### src/hw/rtl/nrt1cb_pkg.sv
// Package for the Type I single-panel codebook precoder generator.
// Holds the request and weight types, the codebook tables and the amplitude lookup.
// Depends on nothing; used by every module of the block.
`default_nettype none

package nrt1cb_pkg;

   localparam int NUM_ROWS    = 32;
   localparam int ROW_BITS    = $clog2(NUM_ROWS);
   localparam int WEIGHT_BITS = 16;
   localparam int COEF_BITS   = 16;
   localparam int COEF_FRAC   = (COEF_BITS < 16) ? COEF_BITS - 1 : 15;
   localparam int REQ_BITS    = 16;
   localparam int RSP_BITS    = 136;
   localparam real MATH_PI    = 3.14159265358979323846;

   localparam logic [ROW_BITS-1:0] LAST_ROW = ROW_BITS'(NUM_ROWS - 1);

   // Rank 2 second-beam offsets and rank 3/4 per-block column negation.
   localparam logic [3:0] OFF_H [4]    = '{4'd0, 4'd4, 4'd0, 4'd4};
   localparam logic [3:0] OFF_V [4]    = '{4'd0, 4'd0, 4'd4, 4'd4};
   localparam logic [3:0] NEG_MASK [4] = '{4'h0, 4'hA, 4'hC, 4'h6};

   // Rank codes as carried in rank_minus_one.
   localparam logic [1:0] RANK_1 = 2'd0;
   localparam logic [1:0] RANK_2 = 2'd1;
   localparam logic [1:0] RANK_3 = 2'd2;
   localparam logic [1:0] RANK_4 = 2'd3;

   typedef logic signed [WEIGHT_BITS-1:0] weight_type;

   typedef struct packed {
      logic [1:0] cophase_index;
      logic [1:0] offset_or_theta;
      logic [3:0] beam_v_index;
      logic [3:0] beam_h_index;
      logic [1:0] rank_minus_one;
   } req_type;

   typedef struct packed {
      weight_type col3_im;
      weight_type col3_re;
      weight_type col2_im;
      weight_type col2_re;
      weight_type col1_im;
      weight_type col1_re;
      weight_type col0_im;
      weight_type col0_re;
   } weights_type;

   // Amplitude cos(2*pi*j/16)/sqrt(32*rank), rounded to COEF_FRAC fraction bits and
   // aligned to Q1.15. The index is {rank_minus_one, j}; evaluated at elaboration only.
   function automatic weight_type amp_calc(int idx);
      int  j;
      int  r;
      int  q;
      real a;
      j = idx & 3;
      r = (idx >> 2) + 1;
      a = $cos(2.0 * MATH_PI * j / 16.0) * $pow(32.0 * r, -0.5);
      q = $rtoi(a * (2.0 ** COEF_FRAC) + 0.5);
      return WEIGHT_BITS'(q << (15 - COEF_FRAC));
   endfunction

   localparam weight_type AMP_LUT [16] = '{
      amp_calc(0),  amp_calc(1),  amp_calc(2),  amp_calc(3),
      amp_calc(4),  amp_calc(5),  amp_calc(6),  amp_calc(7),
      amp_calc(8),  amp_calc(9),  amp_calc(10), amp_calc(11),
      amp_calc(12), amp_calc(13), amp_calc(14), amp_calc(15)
   };

   // Cosine of a phase of p sixteenths of a turn, by quarter-wave symmetry.
   function automatic weight_type cos_lookup(logic [3:0] p, logic [1:0] rank_m1);
      logic [3:0] k;
      logic       neg;
      weight_type mag;
      k   = p;
      neg = 1'b0;
      case (p) inside
         [4'd0:4'd4]: begin
            k   = p;
            neg = 1'b0;
         end
         [4'd5:4'd8]: begin
            k   = 4'd8 - p;
            neg = 1'b1;
         end
         [4'd9:4'd12]: begin
            k   = p - 4'd8;
            neg = 1'b1;
         end
         default: begin
            k   = 4'd0 - p;
            neg = 1'b0;
         end
      endcase
      mag = (k == 4'd4) ? '0 : AMP_LUT[{rank_m1, k[1:0]}];
      return neg ? -mag : mag;
   endfunction

endpackage

`default_nettype wire

### src/hw/rtl/nrt1cb_row_calc.sv
// Weights of one antenna port row of the Type I codebook precoder.
// Forms the four phases modulo 16 and looks up cosine and sine; uses nrt1cb_pkg.
`default_nettype none

module nrt1cb_row_calc
   import nrt1cb_pkg::*;
(
   input  req_type               req,
   input  logic [ROW_BITS-1:0]   row,
   output weights_type           weights
);

   logic [3:0] l;
   logic [3:0] m;
   logic [3:0] n4;
   logic [3:0] n1_wide;
   logic [3:0] k2;
   logic [3:0] lp;
   logic [3:0] mp;
   logic [3:0] pol_ph0;
   logic [3:0] pol_ph1;
   logic [3:0] base;
   logic [1:0] blk;
   logic [3:0] ph [4];
   weight_type re [4];
   weight_type im [4];
   logic [3:0] col_used;

   assign l       = req.beam_h_index;
   assign m       = req.beam_v_index;
   assign n4      = {req.cophase_index, 2'b00};
   assign n1_wide = {2'b00, row[3:2]};
   assign k2      = {2'b00, row[1:0]};
   assign blk     = row[4:3];

   // Second beam for rank 2.
   assign lp = l + OFF_H[req.offset_or_theta];
   assign mp = m + OFF_V[req.offset_or_theta];

   // Phase step between the two polarizations: 4n, plus a half turn on layer 1.
   assign pol_ph0 = row[4] ? n4 : 4'd0;
   assign pol_ph1 = row[4] ? (n4 + 4'd8) : 4'd0;

   // Rank 3/4 base phase; 2*l*n1 with n1 in 0..1.
   assign base = (row[2] ? {l[2:0], 1'b0} : 4'd0) + m * k2
               + (blk[0] ? {1'b0, req.offset_or_theta, 1'b0} : 4'd0)
               + (blk[1] ? n4 : 4'd0);

   always_comb begin
      if (req.rank_minus_one == RANK_1 || req.rank_minus_one == RANK_2) begin
         ph[0] = l * n1_wide + m * k2 + pol_ph0;
         ph[1] = lp * n1_wide + mp * k2 + pol_ph1;
         ph[2] = 4'd0;
         ph[3] = 4'd0;
      end else begin
         for (int c = 0; c < 4; c++) begin
            ph[c] = base + {NEG_MASK[blk][c], 3'b000};
         end
      end
   end

   assign col_used = {req.rank_minus_one == RANK_4,
                      req.rank_minus_one == RANK_3 || req.rank_minus_one == RANK_4,
                      req.rank_minus_one != RANK_1,
                      1'b1};

   always_comb begin
      for (int c = 0; c < 4; c++) begin
         re[c] = col_used[c] ? cos_lookup(ph[c], req.rank_minus_one) : '0;
         im[c] = col_used[c] ? cos_lookup(ph[c] + 4'd12, req.rank_minus_one) : '0;
      end
   end

   assign weights.col0_re = re[0];
   assign weights.col0_im = im[0];
   assign weights.col1_re = re[1];
   assign weights.col1_im = im[1];
   assign weights.col2_re = re[2];
   assign weights.col2_im = im[2];
   assign weights.col3_re = re[3];
   assign weights.col3_im = im[3];

endmodule

`default_nettype wire

### src/hw/rtl/nr_type1_codebook_precoder_gen.sv
// A request's first row passes through the held request and then the output register.
// Throughput: one row per cycle when not stalled, set by the single row generator
// over the 32 antenna port rows; the next request is taken as row 31 is registered.
// Reset: synchronous, active high; clears cur_valid_ff, row_ff and rsp_valid_ff.
`default_nettype none

module nr_type1_codebook_precoder_gen
   import nrt1cb_pkg::*;
(
   input  logic                clock,
   input  logic                reset,
   // Request channel.
   input  logic                req_tvalid,
   output logic                req_tready,
   // Fields from bit 0 up: rank_minus_one[1:0], beam_h_index[5:2], beam_v_index[9:6],
   // offset_or_theta[11:10], cophase_index[13:12], zero fill [15:14].
   input  logic [REQ_BITS-1:0] req_tdata,
   // Result channel, one transfer per antenna port row.
   output logic                rsp_tvalid,
   input  logic                rsp_tready,
   // Fields from bit 0 up: port_row[4:0], col0_re[20:5], col0_im[36:21], col1_re[52:37],
   // col1_im[68:53], col2_re[84:69], col2_im[100:85], col3_re[116:101],
   // col3_im[132:117], zero fill [135:133].
   output logic [RSP_BITS-1:0] rsp_tdata,
   // High on row 31, the last row of the matrix.
   output logic                rsp_tlast
);

   // The request being expanded is held here while its rows are generated.
   req_type               req_ff;
   req_type               req_in;
   logic                  cur_valid_ff;
   logic                  cur_valid_in;
   logic [ROW_BITS-1:0]   row_ff;
   logic [ROW_BITS-1:0]   row_in;

   // Output register; it lets the generator keep going while a row is taken.
   logic                  rsp_valid_ff;
   logic                  rsp_valid_in;
   weights_type           weights_ff;
   weights_type           weights_in;
   logic [ROW_BITS-1:0]   out_row_ff;
   logic [ROW_BITS-1:0]   out_row_in;

   weights_type           row_weights;
   logic                  advance;
   logic                  on_last_row;
   logic                  req_accept;

   // A row moves into the output register whenever that register is empty or is being
   // emptied by a transfer in the same cycle.
   assign advance     = cur_valid_ff && (!rsp_valid_ff || rsp_tready);
   assign on_last_row = (row_ff == LAST_ROW);

   // A new request is taken when nothing is held, or as the last row of the held one
   // moves out, so requests follow each other without a gap.
   assign req_tready = !cur_valid_ff || (advance && on_last_row);
   assign req_accept = req_tvalid && req_tready;

   nrt1cb_row_calc u_row_calc (
      .req     (req_ff),
      .row     (row_ff),
      .weights (row_weights)
   );

   always_comb begin
      req_in       = req_ff;
      cur_valid_in = cur_valid_ff;
      row_in       = row_ff;
      if (req_accept) begin
         req_in       = req_type'(req_tdata[$bits(req_type)-1:0]);
         cur_valid_in = 1'b1;
         row_in       = '0;
      end else if (advance) begin
         row_in = row_ff + 1'b1;
         if (on_last_row) begin
            cur_valid_in = 1'b0;
         end
      end
   end

   always_comb begin
      rsp_valid_in = rsp_valid_ff;
      weights_in   = weights_ff;
      out_row_in   = out_row_ff;
      if (advance) begin
         rsp_valid_in = 1'b1;
         weights_in   = row_weights;
         out_row_in   = row_ff;
      end else if (rsp_tready) begin
         rsp_valid_in = 1'b0;
      end
   end

   always_ff @(posedge clock) begin
      if (reset) begin
         cur_valid_ff <= 1'b0;
         rsp_valid_ff <= 1'b0;
         row_ff       <= '0;
      end else begin
         cur_valid_ff <= cur_valid_in;
         rsp_valid_ff <= rsp_valid_in;
         row_ff       <= row_in;
      end
   end

   // Payload registers carry no reset.
   always_ff @(posedge clock) begin
      req_ff     <= req_in;
      weights_ff <= weights_in;
      out_row_ff <= out_row_in;
   end

   assign rsp_tvalid = rsp_valid_ff;
   assign rsp_tlast  = (out_row_ff == LAST_ROW);
   assign rsp_tdata  = {3'b000,
                        weights_ff.col3_im, weights_ff.col3_re,
                        weights_ff.col2_im, weights_ff.col2_re,
                        weights_ff.col1_im, weights_ff.col1_re,
                        weights_ff.col0_im, weights_ff.col0_re,
                        out_row_ff};

endmodule

`default_nettype wire

### config.mk
export PLATFORM = sky130hd
export DESIGN_NAME = nr_type1_codebook_precoder_gen
export DESIGN_NICKNAME = d
export VERILOG_FILES = /design/src/hw/rtl/nrt1cb_pkg.sv /design/src/hw/rtl/nrt1cb_row_calc.sv /design/src/hw/rtl/nr_type1_codebook_precoder_gen.sv
export SDC_FILE = /design/constraint.sdc
export NUM_CORES = 1
export LEC_CHECK = 0
export BUFFER_PORTS_ARGS = -buffer_cell sky130_fd_sc_hd__buf_2
export CAP_MARGIN = 40
export CORE_ASPECT_RATIO = 1.4
export CORE_MARGIN = 4
export CORE_UTILIZATION = 40
export DETAILED_ROUTE_END_ITERATION = 10
export GPL_ROUTABILITY_DRIVEN = 0
export GPL_TIMING_DRIVEN = 0
export MAX_ROUTING_LAYER = met4
export SLEW_MARGIN = 20
export SYNTH_ARGS = -nofsm -noshare
export SYNTH_HDL_FRONTEND = slang
export SYNTH_SLANG_ARGS = --single-unit
### constraint.sdc
create_clock -name clock -period 17.2 [get_ports clock]
set_input_delay 2.58 -clock clock [delete_from_list [all_inputs] [get_ports clock]]
set_output_delay 2.58 -clock clock [all_outputs]
set_load 0.03 [all_outputs]
==> results by group, run 1 <==
Run status
  • Status: finished, final reports clean

STA
  • Clock period minus worst slack: 8.07 ns
  • Max Clock Skew: 0.00925 ns
  • Headroom to the max-slew limit: 0.420
  • Slew at the pin closest to its max-slew limit: 0.848 ns
  • Tcrit/Tclk final: 0.469
  • Final TNS setup: 0 ns
  • Final Hold Slack: 0.426 ns
  • RSZ-0062 raised after global routing: no
  • Highest clock rate: 0.124 GHz
  • Total count of max-transition violations in the final report: 0
  • Final Hold Vio Count: 0
  • Setup Viol. Count Final: 0

Worst setup path
  • Worst setup SP type: flip-flop
  • Worst Path Arrival: 8.26 ns
  • Startpoint of the worst register-to-register path: row_ff[1]
  • Largest stage delay on the critical path: 0.60 ns
  • CP max FO: 10
  • WP data required: 17.39 ns
  • Number of cells traversed by the worst register-to-register path: 30
  • Critical Path Start: row_ff[1]
  • Dominant cell type by count on the critical path: sky130_fd_sc_hd__inv_1
  • Critical path class: reg2reg
  • Slowest stage cell, crit path: sky130_fd_sc_hd__xnor3_1
  • Kind of end point of the critical path: flip-flop

Clock network
  • CTS clk-pin slew, worst paths: 0.06 ns
  • Resized Gates After CTS: 0
  • Insertion delay to the later sink of the worst-skew pair: 0.45 ns
  • TritonCTS Sinks: 154
  • Hold-fix buffers, CTS: 0
  • Clock tree root driver cell: sky130_fd_sc_hd__clkbuf_16
  • CTS tree: done
  • Post-CTS Setup Bufs: 0
  • Deepest clock path buffer count: 2
  • H-tree Lvls: 4
  • Number of buffers created by CTS: 17

Global routing
  • Antenna violations before repair: 0
  • Global routing usage summed across all routing layers: 0.233
  • Vias in the first global route: 11.3k
  • Largest net degree at the start of global routing: 51
  • Global-route wire length before repair: 60.4 mm
  • GRT overflow: 0

Pwr
  • Power per standard cell area: 86.5 mW/mm2
  • Cell leakage power: 5.74 nW
  • Worst VDD drop: 0.0000663 V

Die
  • Die X: 157 um
  • Floorplan Core Area: 0.0308 mm2
  • Effective utilization at floorplan: 0.405
  • Floorplan row count: 76
  • Total Die Area: 0.0341 mm2
  • Number of I/O pins: 159
  • Die outline height: 217 um

Synth
  • Number of flip-flops and latches in the synthesized netlist: 154
  • Library cells used by synthesis: 101
  • Top cells by area, synth: sky130_fd_sc_hd__edfxtp_1 (35%), sky130_fd_sc_hd__ha_1 (5.6%), sky130_fd_sc_hd__nor2_1 (5.4%), sky130_fd_sc_hd__a21oi_1 (4.9%), sky130_fd_sc_hd__nand2_1 (4.5%)
  • Synthesized area divided by synthesized cell count: 8.74 um2
  • Number of enable-type register cells in the synthesized netlist: 147
  • Share of async-settable or async-resettable flops after synthesis: 0
  • Portion of the post-synthesis area used by sequential elements: 0.365
  • Most repeated cell in the gate-level netlist after synthesis: sky130_fd_sc_hd__nor2_1
  • Post-synthesis cell area: 0.0125 mm2
  • Cell count after synthesis: 1427
  • Synth top area share: 0.354
  • Top cell type by total area after synthesis: sky130_fd_sc_hd__edfxtp_1
  • Synth Flop Type: sky130_fd_sc_hd__edfxtp_1
  • Number of warning messages in the yosys log: 0
  • Most common library cells after synthesis: sky130_fd_sc_hd__nor2_1 (180), sky130_fd_sc_hd__nand2_1 (150), sky130_fd_sc_hd__edfxtp_1 (147)

Drt
  • Number of DRC violations after detailed routing: 0
  • Total wire length after detailed routing: 39.1 mm
  • Routed via count divided by cell count: 5.83
  • Antenna violation net count after detailed routing: 0
  • Total via count after detailed routing: 11.7k
  • Post-DR wirelength/cell: 19.5 um
  • Number of detailed-routing iterations run before antenna repair: 7
  • Initial DRC Count: 1010

Min path
  • Source of the worst hold timing path: row_ff[3]
  • HP Class: reg2reg
  • Worst hold path cell count: 0

Final layout
  • Antenna diodes: 0
  • Post-synthesis to final-layout area growth: 15.7%
  • Layout Nets: 1694
  • Fraction of layout cells with a size suffix above 1: 0.154
  • Final standard cell utilization of the core: 0.468

Run
  • Reported max-cap violation count: 0

Placed design
  • Count of input and output buffers: 153
  • Post-detail-place hpwl: 29.7 mm
## state kept, by name, indices dropped and copies added, names as in the netlist
name / flops
cur_valid_ff: 1
out_row_ff: 5
req_ff: 14
row_ff: 5
rsp_tdata: 128
rsp_tvalid: 1
## cell families after synthesis
family	after synthesis	synth area share
buffers and inverters	149	0.0488
other	1	0.000301
multiplexers	20	0.0163
AND/OR/NAND/NOR	530	0.201
XOR/XNOR	74	0.0604
adder cells (fa/ha/maj)	67	0.0739
AO/OA/AOI/OAI	432	0.234
flip-flops	154	0.365
## critical path, delay by kind of cell (launching register included)
kind | cells | cell delay (ns)
DFF | 1 | 0.55
and+or+nand+nor | 5 | 0.67
adders and majority gates | 6 | 2.24
xor gates and xnor gates | 4 | 1.20
AOI/OAI and AO/OA | 7 | 1.65
buffers and inverters | 8 | 1.47
## metal layers
metal | global-route usage | routed length (um) | up-vias
met1 | 0.251 | 14300 | 5499
met5 | - | 0 | -
met3 | 0.0477 | 2620 | 150
li1 | - | - | 5541
met4 | 0.124 | 2160 | 0
met2 | 0.399 | 20000 | 525
## placed cells by master (no fill, tap or decap), drive strengths merged, types with 15 or more instances in the layout
cell    Yosys  layout
o21a       20      20
and3       15      15
and2       21      21
mux2i      18      18
clkbuf     61      86
a21oi     125     125
nand2b     22      22
nand3      17      17
inv        58      58
ha         56      56
buf        28     185
xnor2      33      33
nand2     151     151
o21ai      88      88
nor2b      28      28
a211oi     16      16
a31oi      34      34
o211ai     15      15
edfxtp    147     147
nor3       34      34
xor2       34      34
nor2      181     181
## where the power goes
group          internal (mW)  switching (mW)  total (mW)
Combinational          0.122           0.268       0.390
Clock                  0.254           0.145       0.399
Sequential             0.451         0.00857       0.460
## cell type report
| class | count | area (um2) |
|---|---|---|
| fill | 3049 | 16400 |
| buffer | 89 | 387 |
| clock buffer | 25 | 485 |
| timing repair buffer | 157 | 830 |
| multi-input combinational | 1128 | 7320 |
| clock inverter | 7 | 140 |
| sequential | 154 | 4550 |
| tap | 390 | 488 |
| inverter | 60 | 225 |
## stage by stage
step | power, mW | cell area [um2] | std cells | worst slack [ns]
2_1_floorplan | 0.752 | 12500 | 1431 | 9.79
5_1_grt | 1.31 | 14400 | 2010 | 8.45
6_report | 1.25 | 14400 | 2010 | 9.13
4_1_cts | 1.26 | 14400 | 2010 | 9.28
3_3_place_gp | 0.851 | 13700 | 1974 | 8.15
3_5_place_dp | 0.852 | 13800 | 1978 | 9.33
## worst paths after layout
| check | end | slack [ns] |
|---|---|---|
| setup / recovery | rsp_tdata[95] | 9.13 |
| hold / removal | out_row_ff[3] | 0.43 |
| setup reg to reg | rsp_tdata[95] | 9.13 |
| hold reg to reg | out_row_ff[3] | 0.43 |
Power figures use the tool's default switching activity.
==> run 2, diff against run 1 <==
Clock period 17.2 ns to 7 ns, I/O delays scaled along.
==> run 2 against run 1 <==
Against the previous run:
- non-clock buffer count grew 19
- critical path type unchanged
- clock skew is essentially flat
- core utilization grew 1.6 points
- global-route usage grew 0.093 points
- wire length grew 1.5%
- via count grew 1.4%
==> results by group, run 2 (same netlist as run 1, synthesis figures left out) <==
Clock network
  • Clock tree root driver cell: sky130_fd_sc_hd__clkbuf_16
  • Number of buffers created by CTS: 17
  • Deepest clock path buffer count: 2
  • Insertion delay to the later sink of the worst-skew pair: 0.45 ns
  • Hold-fix buffers, CTS: 0
  • TritonCTS Sinks: 154
  • CTS clk-pin slew, worst paths: 0.06 ns
  • CTS tree: done
  • H-tree Lvls: 4

Drt
  • Number of DRC violations after detailed routing: 0
  • Routed via count divided by cell count: 5.85
  • Total wire length after detailed routing: 39.7 mm
  • Initial DRC Count: 1000
  • Number of detailed-routing iterations run before antenna repair: 6
  • Post-DR wirelength/cell: 19.6 um
  • Antenna violation net count after detailed routing: 0
  • Total via count after detailed routing: 11.9k

STA
  • Final Hold Vio Count: 0
  • Tcrit/Tclk final: 0.957
  • Clock period minus worst slack: 6.70 ns
  • Final setup slack of the worst path: 0.301 ns
  • Slew at the pin closest to its max-slew limit: 0.874 ns
  • Headroom to the max-slew limit: 0.415
  • Max Clock Skew: 0.00913 ns
  • Final Hold Slack: 0.432 ns
  • Setup Viol. Count Final: 0
  • Final TNS setup: 0 ns
  • Total count of max-transition violations in the final report: 0
  • Highest clock rate: 0.149 GHz

Min path
  • HP Class: reg2reg
  • Source of the worst hold timing path: row_ff[3]
  • Worst hold path cell count: 0
  • End point of the worst hold path: out_row_ff[3]

Global routing
  • Global-route wire length before repair: 60.7 mm
  • Largest net degree at the start of global routing: 51
  • Global routing usage summed across all routing layers: 0.234
  • Antenna violations before repair: 0
  • GRT overflow: 0
  • Vias in the first global route: 11.3k

Final layout
  • Fraction of layout cells with a size suffix above 1: 0.212
  • Antenna diodes: 0
  • Top library cells by usage in the layout, fill and taps aside: sky130_fd_sc_hd__nor2_1 (178), sky130_fd_sc_hd__buf_2 (167), sky130_fd_sc_hd__edfxtp_1 (147)
  • Most common cell after layout, fill and taps aside: sky130_fd_sc_hd__nor2_1
  • Number of flip-flops in the largest register: 128
  • Layout Nets: 1713
  • Area of all placed cells without fillers: 0.0149 mm2
  • Post-synthesis to final-layout area growth: 19.8%
  • Final Instance Count excl. Fillers: 2029

Worst setup path
  • Largest stage delay on the critical path: 0.55 ns
  • Critical path class: reg2reg
  • Reg2Reg Setup Slack: 0.30 ns
  • Worst Path Arrival: 7.02 ns
  • Startpoint of the worst register-to-register path: req_ff[8]
  • Dominant cell type by count on the critical path: sky130_fd_sc_hd__ha_1
  • Reg2Reg Capture Point: rsp_tdata[49]
  • Slowest stage cell, crit path: sky130_fd_sc_hd__fa_1
  • Worst setup SP type: flip-flop
  • Kind of end point of the critical path: flip-flop
  • WP data required: 7.32 ns
  • Number of cells traversed by the worst register-to-register path: 29
  • CP max FO: 10

Die
  • Floorplan Core Area: 0.0308 mm2
  • Die X: 157 um
  • Number of I/O pins: 159
  • Floorplan row count: 76
  • Total Die Area: 0.0341 mm2
  • Effective utilization at floorplan: 0.405
  • Die outline height: 217 um

Placed design
  • Setup slack after placement: -0.866 ns
  • Area post-placement: 0.0138 mm2
  • Count of input and output buffers: 153
  • Placed cells: 1978
  • Post-detail-place hpwl: 29.7 mm

Run
  • Reported max-cap violation count: 0

Pwr
  • Worst VDD drop: 0.000164 V
  • Power per standard cell area: 209 mW/mm2
  • Cell leakage power: 5.93 nW

Run status
  • Status: finished, final reports clean
-- run 2: final cells by class --
cell class,count,area (um2)
buffer,85,407
clock buffer,25,485
clock inverter,7,140
fill,3029,15900
inverter,60,234
multi-input combinational,1128,7620
sequential,154,4560
tap,390,488
timing repair buffer,180,1000
-- run 2: worst max-delay path: cells and delay by family (launching register included) --
kind | cells | cell delay (ns)
muxes | 1 | 0.23
xor gates and xnor gates | 3 | 0.72
adders and majority gates | 7 | 2.41
DFF | 1 | 0.39
buffers and inverters | 4 | 0.45
and+or+nand+nor | 8 | 1.53
AOI/OAI and AO/OA | 6 | 0.80
-- run 2: how the worst max path moves through the flow --
stage | startpoint | endpoint | slack (ns) | cells past startpoint
global placement | row_ff[1] | rsp_tdata[33] | -0.77 | 26
global route | req_ff[11] | rsp_tdata[45] | -0.009 | 28
floorplan | req_ff[8] | rsp_tdata[49] | 0.27 | 28
CTS | req_ff[8] | rsp_tdata[49] | 0.03 | 29
finish | req_ff[8] | rsp_tdata[49] | 0.30 | 29
detailed placement | row_ff[1] | rsp_tdata[95] | -0.87 | 30
-- run 2: metal layers --
| layer | track usage | wire length [um] |
|---|---|---|
| met5 | - | 0 |
| met4 | 0.127 | 2200 |
| met3 | 0.0479 | 2820 |
| met2 | 0.401 | 20500 |
| met1 | 0.251 | 14200 |
-- run 2: power by group --
part	switching, mW	total, mW	internal, mW	leakage (nW)
registers	0.0211	1.13	1.11	1.47
logic	0.679	1.01	0.334	4.16
clock network	0.356	0.980	0.623	0.298
-- run 2: through the flow --
stage	util	power [mW]
finish	0.485	3.12
global route	0.485	3.28
CTS	0.474	3.10
detailed placement	0.448	2.09
global placement	0.446	2.09
floorplan	-	1.85
-- run 2: repair_timing --
item                       CTS  global route
hold endpoints to repair     0             0
resized for setup           48            74
pin swaps                    8            12
setup buffers                5            18
setup endpoints to repair   76            65
==> run 3, diff against run 2 <==
Settings changed: ABC_AREA set to 1.
==> run 3 against run 2 <==
Against the previous run:
- sequential cell count stayed put
- die area is 3.4% lower
- cell area is 6.6% lower
- first-iteration DRC count is 27% lower
- core utilization is 1.1 points lower
- sequential share of layout area is 2.1 points higher
- worst setup slack better by 0.22 ns
- final cell count is 6.8% higher
- combinational power hardly changed
- fmax is 3.3% higher
- clock power is 8.7% lower
- largest cell class unchanged
- largest power group unchanged
- non-clock buffer count is 61 lower
==> results by group, run 3 <==
Worst setup path
  • CP max FO: 8
  • Critical Path Start: row_ff[1]
  • Worst setup SP type: flip-flop
  • Largest stage delay on the critical path: 0.51 ns
  • Kind of end point of the critical path: flip-flop
  • Reg2Reg Setup Slack: 0.52 ns
  • Slowest stage cell, crit path: sky130_fd_sc_hd__fa_1
  • Critical path class: reg2reg
  • WP data required: 7.20 ns
  • Dominant cell type by count on the critical path: sky130_fd_sc_hd__inv_1
  • Worst Path Arrival: 6.68 ns
  • Startpoint of the worst register-to-register path: row_ff[1]

Synth
  • Share of async-settable or async-resettable flops after synthesis: 0
  • Synth top area share: 0.367
  • Top cells by area, synth: sky130_fd_sc_hd__edfxtp_1 (37%), sky130_fd_sc_hd__nand2_1 (12%), sky130_fd_sc_hd__nand3_1 (6.3%), sky130_fd_sc_hd__inv_1 (6.2%), sky130_fd_sc_hd__ha_1 (5.8%)
  • Post-synthesis cell area: 0.0120 mm2
  • Number of warning messages in the yosys log: 0
  • Top cell type by total area after synthesis: sky130_fd_sc_hd__edfxtp_1
  • Most repeated cell in the gate-level netlist after synthesis: sky130_fd_sc_hd__nand2_1
  • Number of enable-type register cells in the synthesized netlist: 147
  • Synthesized area divided by synthesized cell count: 7.53 um2
  • Most common library cells after synthesis: sky130_fd_sc_hd__nand2_1 (377), sky130_fd_sc_hd__inv_1 (200), sky130_fd_sc_hd__nor2_1 (166)
  • Number of flip-flops and latches in the synthesized netlist: 154
  • Cell count after synthesis: 1596
  • Library cells used by synthesis: 64
  • Portion of the post-synthesis area used by sequential elements: 0.379
  • Synth Flop Type: sky130_fd_sc_hd__edfxtp_1

Die
  • Die X: 154 um
  • Number of I/O pins: 159
  • Floorplan row count: 74
  • Effective utilization at floorplan: 0.408
  • Die outline height: 213 um
  • Total Die Area: 0.0329 mm2
  • Floorplan Core Area: 0.0294 mm2

Clock network
  • H-tree Lvls: 4
  • Deepest clock path buffer count: 2
  • TritonCTS Sinks: 154
  • Clock tree root driver cell: sky130_fd_sc_hd__clkbuf_16
  • CTS tree: done
  • Insertion delay to the later sink of the worst-skew pair: 0.45 ns
  • CTS clk-pin slew, worst paths: 0.06 ns
  • Number of buffers created by CTS: 17

Pwr
  • Power per standard cell area: 217 mW/mm2
  • Post-layout power: 3.02 mW
  • Worst VDD drop: 0.000191 V
  • Cell leakage power: 6.59 nW

Run
  • Reported max-cap violation count: 0

Min path
  • Source of the worst hold timing path: row_ff[3]
  • HP Class: reg2reg

Drt
  • Initial DRC Count: 735
  • Total wire length after detailed routing: 32.9 mm
  • Antenna violation net count after detailed routing: 0
  • Total via count after detailed routing: 11.2k
  • Number of DRC violations after detailed routing: 0
  • Routed via count divided by cell count: 5.15
  • Post-DR wirelength/cell: 15.2 um
  • Number of detailed-routing iterations run before antenna repair: 8

Final layout
  • Layout Nets: 1863
  • Area of all placed cells without fillers: 0.0139 mm2
  • Number of fill cells in the layout: 2978
  • Final standard cell utilization of the core: 0.474
  • Most common cell after layout, fill and taps aside: sky130_fd_sc_hd__nand2_1
  • Post-synthesis to final-layout area growth: 16.1%
  • Final Instance Count excl. Fillers: 2167
  • Fraction of layout cells with a size suffix above 1: 0.177
  • Antenna diodes: 0
  • Number of flip-flops in the largest register: 128
  • Seq. cell area: 0.00455 mm2
  • Top library cells by usage in the layout, fill and taps aside: sky130_fd_sc_hd__nand2_1 (377), sky130_fd_sc_hd__inv_1 (199), sky130_fd_sc_hd__nor2_1 (164)
  • Multi-input combinational cell area: 0.00643 mm2

Global routing
  • Largest net degree at the start of global routing: 71
  • GRT overflow: 0
  • Global routing usage summed across all routing layers: 0.206
  • Vias in the first global route: 10.5k
  • Antenna violations before repair: 0
  • Global-route wire length before repair: 52.4 mm

STA
  • Max Clock Skew: 0.00965 ns
  • Final Hold Vio Count: 0
  • Highest clock rate: 0.154 GHz
  • Total count of max-transition violations in the final report: 0
  • Clock period minus worst slack: 6.48 ns
  • Slew at the pin closest to its max-slew limit: 0.787 ns
  • Setup Viol. Count Final: 0
  • Tcrit/Tclk final: 0.926
  • RSZ-0062 raised after global routing: yes
  • Headroom to the max-slew limit: 0.470

Placed design
  • Count of input and output buffers: 153
  • Placed cells: 2136
  • Post-detail-place hpwl: 25.6 mm
  • Area post-placement: 0.0133 mm2

Run status
  • Status: finished, final reports clean
## run 3: cell count changes after synthesis, sizes merged, moves of 21 or more
| cell | before | now |
|---|---|---|
| nand3 | 17 | 162 |
| nand2b | 22 | 1 |
| nand2 | 151 | 403 |
| inv | 58 | 220 |
| o21ai | 88 | 117 |
| a31oi | 34 | 2 |
| xnor2 | 33 | 4 |
| nor2b | 28 | 0 |
| a21oi | 125 | 101 |
| clkbuf | 61 | 21 |
## run 3: metrics by stage
stage          hold slack [ns]  setup TNS (ns)  worst slack, ns
3_3_place_gp             0.450               0            0.351
2_1_floorplan            0.425               0            0.983
6_report                 0.472               0            0.517
5_1_grt                  0.485         -0.0736          -0.0561
3_5_place_dp             0.462               0            0.272
4_1_cts                  0.475               0            0.250
## run 3: what timing repair did
item / CTS / global route
resized for setup: 0 / 14
endpoints found under the setup margin: 0 / 15
buffers inserted: 0 / 1
hold buffers: 0 / 0
## run 3: report_power, final
part	internal, mW	switching [mW]
Clock	0.520	0.375
Combinational	0.286	0.695
Sequential	1.12	0.0237
## run 3: cells by family after synthesis
logic type      synth area share
simple gates               0.313
buf+inv                   0.0926
compound gates             0.117
flops                      0.379
fa+ha+maj                 0.0766
xor+xnor                  0.0210
other cells             0.000312
mux                     0.000833
## run 3: critical path, delay by kind of cell (launching register included)
family,cells,cell delay [ns]
DFF,1,0.37
and+or+nand+nor,14,1.31
xor gates and xnor gates,1,0.19
adders and majority gates,7,2.44
AOI/OAI and AO/OA,7,1.34
buffers and inverters,7,0.58
## run 3: final timing paths
path	end	cells after the start
max reg2reg	rsp_tdata[35]	36
min	out_row_ff[3]	0
max	rsp_tdata[35]	36
min reg2reg	out_row_ff[3]	0
## run 3: area by class of cell
type / instances / area share
tap: 380 / 0.0341
timing repair buffer: 157 / 0.0583
buffer: 47 / 0.0192
clock inverter: 11 / 0.00888
sequential: 154 / 0.327
inverter: 223 / 0.0611
clock buffer: 19 / 0.0310
multi-input combinational: 1176 / 0.461
## run 3: routing by layer
layer,part of all wire,track usage
met2,0.52,0.372
met3,0.050,0.0296
met5,0,-
met4,0.040,0.0993
met1,0.39,0.222
